### src/lla_pkg.sv
// ----------------------------------------------------------------------------
// lla_pkg
// Shared types, sizes and codes of the life-like automaton engine.
// ----------------------------------------------------------------------------
package lla_pkg;

  // Grid geometry
  localparam int GRID_WIDTH  = 64;
  localparam int GRID_HEIGHT = 64;

  localparam int COL_W = $clog2(GRID_WIDTH);
  localparam int ROW_W = $clog2(GRID_HEIGHT);
  // Step counter covers the clearing sweep and a generation sweep up to GEN_LAST
  localparam int CNT_W = $clog2(GRID_HEIGHT + 3);

  // Row memory: one grid row per word, two buffers side by side
  localparam int RAM_AW    = ROW_W + 1;
  localparam int RAM_DEPTH = 1 << RAM_AW;

  localparam logic [CNT_W-1:0] CLR_LAST = CNT_W'(GRID_HEIGHT - 1);
  localparam logic [CNT_W-1:0] GEN_LAST = CNT_W'(GRID_HEIGHT + 2);

  // Rule masks
  localparam int MASK_W = 9;
  localparam logic [MASK_W-1:0] BORN_RESET    = 9'd8;
  localparam logic [MASK_W-1:0] SURVIVE_RESET = 9'd12;

  // Configuration register indexes
  localparam int CFG_IDX_W = 2;
  localparam logic [CFG_IDX_W-1:0] CFG_BORN    = 2'd0;
  localparam logic [CFG_IDX_W-1:0] CFG_SURVIVE = 2'd1;

  // Operation codes
  localparam logic [1:0] OP_WRITE = 2'd0;
  localparam logic [1:0] OP_READ  = 2'd1;
  localparam logic [1:0] OP_STEP  = 2'd2;

  typedef struct packed {
    logic [1:0] operation;
    logic [5:0] cell_x;
    logic [5:0] cell_y;
    logic       cell_value;
  } in_t;

  typedef struct packed {
    logic read_value;
    logic done_res;
  } out_t;

  // Controller to datapath
  typedef struct packed {
    logic             accept;
    logic             clr_wr;
    logic             gen_rd;
    logic             gen_shift;
    logic             gen_wr;
    logic             gen_swap;
    logic             cell_rd;
    logic             cell_wr;
    logic             out_load;
    logic [CNT_W-1:0] cnt;
  } cmd_t;

  // Datapath to controller
  typedef struct packed {
    logic out_free;
  } status_t;

endpackage

### src/lla_ctrl.sv
// ----------------------------------------------------------------------------
// lla_ctrl
// Sequencer of the engine: clearing sweep, cell access and generation sweep.
// ----------------------------------------------------------------------------
module lla_ctrl (
  input  logic             clk,
  input  logic             rst_n,
  input  logic             in_valid,
  input  logic [1:0]       in_op,
  output logic             in_stall,
  input  lla_pkg::status_t status,
  output lla_pkg::cmd_t    cmd
);

  localparam logic [2:0] S_CLEAR = 3'd0;
  localparam logic [2:0] S_IDLE  = 3'd1;
  localparam logic [2:0] S_CELL  = 3'd2;
  localparam logic [2:0] S_GEN   = 3'd3;
  localparam logic [2:0] S_FIN   = 3'd4;

  logic [2:0]                 state_r, state_nxt;
  logic [lla_pkg::CNT_W-1:0]  cnt_r, cnt_nxt;

  always_comb begin
    state_nxt     = state_r;
    cnt_nxt       = cnt_r;
    cmd           = '0;
    cmd.cnt       = cnt_r;
    in_stall      = 1'b1;
    unique case (state_r)
      S_CLEAR: begin
        cmd.clr_wr = 1'b1;
        cnt_nxt    = cnt_r + 1'b1;
        if (cnt_r == lla_pkg::CLR_LAST) begin
          state_nxt = S_IDLE;
          cnt_nxt   = '0;
        end
      end
      S_IDLE: begin
        in_stall   = 1'b0;
        cmd.accept = in_valid;
        if (in_valid) begin
          cnt_nxt = '0;
          if (in_op == lla_pkg::OP_WRITE || in_op == lla_pkg::OP_READ) begin
            state_nxt = S_CELL;
          end else if (in_op == lla_pkg::OP_STEP) begin
            state_nxt = S_GEN;
          end else begin
            state_nxt = S_FIN;
          end
        end
      end
      S_CELL: begin
        cmd.cell_rd = 1'b1;
        state_nxt   = S_FIN;
      end
      S_GEN: begin
        // read one row ahead; write once three rows are in the window
        cmd.gen_rd    = (cnt_r < lla_pkg::GEN_LAST);
        cmd.gen_shift = (cnt_r != '0);
        cmd.gen_wr    = (cnt_r >= lla_pkg::CNT_W'(3));
        cmd.gen_swap  = (cnt_r == lla_pkg::GEN_LAST);
        cnt_nxt       = cnt_r + 1'b1;
        if (cnt_r == lla_pkg::GEN_LAST) begin
          state_nxt = S_FIN;
          cnt_nxt   = '0;
        end
      end
      S_FIN: begin
        // hold until the output register can take the result
        cmd.out_load = status.out_free;
        cmd.cell_wr  = status.out_free;
        if (status.out_free) begin
          state_nxt = S_IDLE;
        end
      end
      default: begin
        state_nxt = S_IDLE;
        cnt_nxt   = '0;
      end
    endcase
  end

  always_ff @(posedge clk) begin
    if (!rst_n) begin
      state_r <= S_CLEAR;
      cnt_r   <= '0;
    end else begin
      state_r <= state_nxt;
      cnt_r   <= cnt_nxt;
    end
  end

endmodule

### config.mk
export PLATFORM = sky130hd
export DESIGN_NAME = lla_ctrl
export DESIGN_NICKNAME = d
export VERILOG_FILES = /design/src/lla_pkg.sv /design/src/lla_ctrl.sv
export SDC_FILE = /design/constraint.sdc
export NUM_CORES = 1
export LEC_CHECK = 0
export ABC_AREA = 1
export ABC_CLOCK_PERIOD_IN_PS = 3610
export BUFFER_PORTS_ARGS = -buffer_cell sky130_fd_sc_hd__clkbuf_2
export CORE_MARGIN = 4
export CORE_UTILIZATION = 35
export CTS_CLUSTER_SIZE = 28
export DETAILED_ROUTE_END_ITERATION = 8
export GPL_ROUTABILITY_DRIVEN = 0
export SYNTH_ARGS = -nofsm -noshare
export SYNTH_HDL_FRONTEND = slang
export SYNTH_SLANG_ARGS = --single-unit
### constraint.sdc
create_clock -name clk -period 3.61 [get_ports clk]
set_clock_uncertainty 0.15 [all_clocks]
set_input_delay 0.5415 -clock clk [delete_from_list [all_inputs] [get_ports clk]]
set_output_delay 0.5415 -clock clk [all_outputs]
set_load 0.02 [all_outputs]
# == Yosys cells after proc, flatten, opt, wreduce, memory -nomap -nowiden ==
# Index checks and enable logic that the tools add are counted.
# word_totals
output_inout_bits,17
in_bits,6
reg_bits,10
wordCells,42
# classes
addsub,1
n_bitwise,1
reduce_logical,7
eq_ne,12
n_mux,17
n_lt_le_gt_ge,2
# op_table
cell,count
$pmux W7 S4,1
$mux W7,3
$mux W3,6
$pmux W3 S5,1
$ne A2 B2 Y1 const B,4
$add A7 B1 Y7 const B,1
$eq A7 B6 Y1 const B,1
$eq A7 B7 Y1 const B,1
$ge A7 B2 Y1 const B,1
$lt A7 B7 Y1 const B,1
$reduce_bool A7 Y1,1
$eq A3 B2 Y1 const B,2
$mux W1,4
$mux W4,1
$reduce_and A4 Y1,1
$eq A3 B1 Y1 const B,1
$eq A3 B3 Y1 const B,1
$logic_not A3 Y1,1
$eq A2 B1 Y1 const B,1
$eq A2 B2 Y1 const B,1
$logic_not A2 Y1,1
$mux W2,1
$reduce_and A2 Y1,1
$reduce_or A2 Y1,1
2 further kinds,2

# == Logic depth before layout (Yosys ltp) ==
# depth
ltp_word,5
depth_mapped,11
mapped_depth_nobuf,11

# == Worst setup path before layout ==
# No wires, ideal clock.
# synth_timing
path_type,flip-flop to output port
startpoint,register cnt_r[1] (netlist bit)
endpoint,output cmd[10] (netlist bit)
arrival_time_ns,1.274
n_path_buf,0
setup_slack_ns,1.644
stages_incl_launch_ff,6
t_required_ns,2.918
path_cell_list,dfxtp_1 > ha_1 > nand2_1 > inv_1 > nand3_1 > nor2_1
# synth_rtl
item,line_no,rtl
from (decl),lla_ctrl.sv:22,"logic [lla_pkg::CNT_W-1:0] cnt_r, cnt_nxt;"
from (signal assigned),lla_ctrl.sv:90,cnt_r <= cnt_nxt;
to (decl),lla_ctrl.sv:12,output lla_pkg::cmd_t cmd

==> flow_metrics.tcl <==
set metrics [dict create \
    ys_ff_latch 10 \
    cp.required_ns 2.92 \
    cp_data_arrival_time_ns 1.50 \
    drv_cap 0 \
    synth_top_family_by_area "simple AND/OR/NAND/NOR gates" \
    worst-r2r-cell-count 10 \
    synth_area_per_cell_um2 6.226 \
    final_hold_viol_count 0 \
    crit_start "state_r[0]" \
    relSlewSlack_pct 79.51 \
    drc 0 \
    core_area_um2 2042 \
    yosysUniqueCellTypes 23 \
    dp_hpwl_um 1449 \
    cts-root-buf "clkbuf_4" \
    finalCriticalPeriod_ns 2.188 \
    cts_tree "done" \
    ctsResizeCount 0 \
    grt_pass1_wl_um 2946 \
    muxShareOfSynthArea_pct 0 \
    ys.flop_type "dfxtp_1" \
    die_h_um 55.16 \
    final_antenna_net_count 0 \
    yosysTopAreaCellShare_pct 25.72 \
    tns_ns 0 \
    synth_edf_count 0 \
    synth_simple_gate_area_share_pct 45.98 \
    yosysTopAreaCell "dfxtp_1" \
    irDropWorstVdd_uv 465.0 \
    rr_startpoint "cnt_r[1]" \
    nets 160 \
    setup_viol 0 \
    status "finished clean" \
    hold_buffers 0 \
    die_width_um 55.16 \
    antenna_found_initial 0 \
    grt_setup_unrepaired "false" \
    drive_above_1_share_pct 30.00 \
    vias 803 \
    routed_wl_um 1767 \
    clk_latency_ns 0.27 \
    syn_inst 125 \
    synth-adder-area-share_pct 4.823 \
    start_util_pct 38.11 \
    fmax_mhz 457.0 \
    powerDensity_nw_per_um2 800.7 \
    synth-seq-area-share_pct 25.72 \
    finalPower_mw 0.7614 \
    postCtsSetupRepairBufs 0 \
    grt_pass1_vias 690 \
    crit_fanout 5 \
    synth.most_common_cell "nand2_1" \
    startpoint_type "register" \
    fin_crit_sh_pct 60.62 \
    synth_common_cells "30 x nand2_1, 23 x nor2_1, 16 x inv_1" \
    drtIter0Drc 13 \
    maxSlewViolCount 0 \
    ys_warn_count 0 \
    cts_num_sinks 10 \
    cts-htree-levels 1 \
    cts_inserted_buffers 3 \
    io_buffers 22 \
    grt_max_degree 8 \
    r2r_end "state_r[2]" \
    synth_area_leaders "dfxtp_1 26%, nand2_1 14%, nor2_1 11%, inv_1 7.7%, a21oi_1 5.8%" \
    setup.worst_path.end "cmd[13]" \
    async_flop_share_pct 0 \
    crit_type "register to primary output" \
    synth_compound_area_share_pct 10.13 \
    pre_cts_ws_ns 1.715 \
    clkSlewWorstSetupHoldPaths_ns 0.07 \
    hp-class "register to register" \
    globalRoute.totalOverflow 0 \
    yosys.area_share.xor_xnor_pct 2.251 \
    synth_area_um2 778.2 \
    syn_nets 134 \
    first_pass_iters 4 \
    wire_per_inst_um 9.983 \
    area_growth_pct 22.19 \
    layout_setup_ws_ns 1.422 \
    rows 16 \
    clock_path_buffers 2 \
    pin_count 23 \
    cp-end-kind "primary output" \
    worst_slew_pin_slew_ns 0.3069 \
    num_antenna_cells 0 \
    gr-usage-all-layers_pct 13.80 \
    vias_per_cell 4.537 \
    regToRegSetupSlack_ns 1.89 \
    p_leak_nw 0.4976 \
    dieArea_um2 3042 \
]
## worst max-delay path, cell delays in order (launching register included)
cell      delay, ns
dfxtp_1        0.45
inv_2          0.09
nor2_2         0.24
inv_1          0.12
a21oi_1        0.13
clkbuf_2       0.18
## worst min path at each step
stage | cells after the start | end | start | slack, ns
final | 2 | cnt_r[1] | cnt_r[1] | 0.40
after global routing | 3 | cnt_r[6] | rst_n | 0.44
after CTS | 2 | cnt_r[1] | cnt_r[1] | 0.41
after detailed placement | 2 | cnt_r[5] | cnt_r[5] | 0.39
after global placement | 2 | cnt_r[1] | cnt_r[1] | 0.39
after floorplan | 2 | state_r[1] | state_r[1] | 0.40
## through the flow
step                util, %  instance area (um2)  std cells  hold WS (ns)
detailed placement    44.79                914.6        173        0.3932
global route          46.57                950.9        177        0.4395
global placement      44.79                914.6        173        0.3881
finish                46.57                950.9        177        0.4043
CTS                   46.57                950.9        177        0.4072
floorplan                 -                778.2        125        0.3992
## routing by layer
layer  track usage [%]  part of all wire, %  up-vias
met2             19.69                   44       14
li1                  -                    -      433
met3             3.485                  4.2        4
met1             18.36                   49      352
met4             8.502                  2.4        0
met5                 0                    0        -
## final cells by class
type                    instances  area [um2]
fillers                       227        1091
repair buffers                 22       110.1
well taps                      27       33.78
flip-flops and latches         10       200.2
inverters                      20       78.83
clock buffers                   4       36.28
multi-input cells              94       491.7
## layout by cell type, fill, tap and decap left out, drive strengths merged
| master | count |
|---|---|
| xor2 | 1 |
| clkbuf | 26 |
| a31oi | 1 |
| nand2 | 35 |
| o21ai | 4 |
| nor2 | 29 |
| inv | 19 |
| ha | 3 |
| a21oi | 9 |
| dfxtp | 10 |
| xnor2 | 1 |
| clkinv | 1 |
| nor3 | 1 |
| nand3 | 10 |
## cells by family (layout without fill, tap and decap cells)
family                   count (synthesis)  count (layout)
AND/OR/NAND/NOR                         75              75
buffers and inverters                   21              46
AO/OA/AOI/OAI                           14              14
flip-flops                              10              10
adder cells (fa/ha/maj)                  3               3
XOR/XNOR                                 2               2
## state kept, by name (all words and copies together) (netlist names)
| register | flops |
|---|---|
| state_r | 3 |
| cnt_r | 7 |
## report_power, final
part / switching [mW] / internal, mW
sequential: 0.0488 / 0.139
clock: 0.0416 / 0.0613
combinational: 0.313 / 0.157
Power figures use the tool's default switching activity.
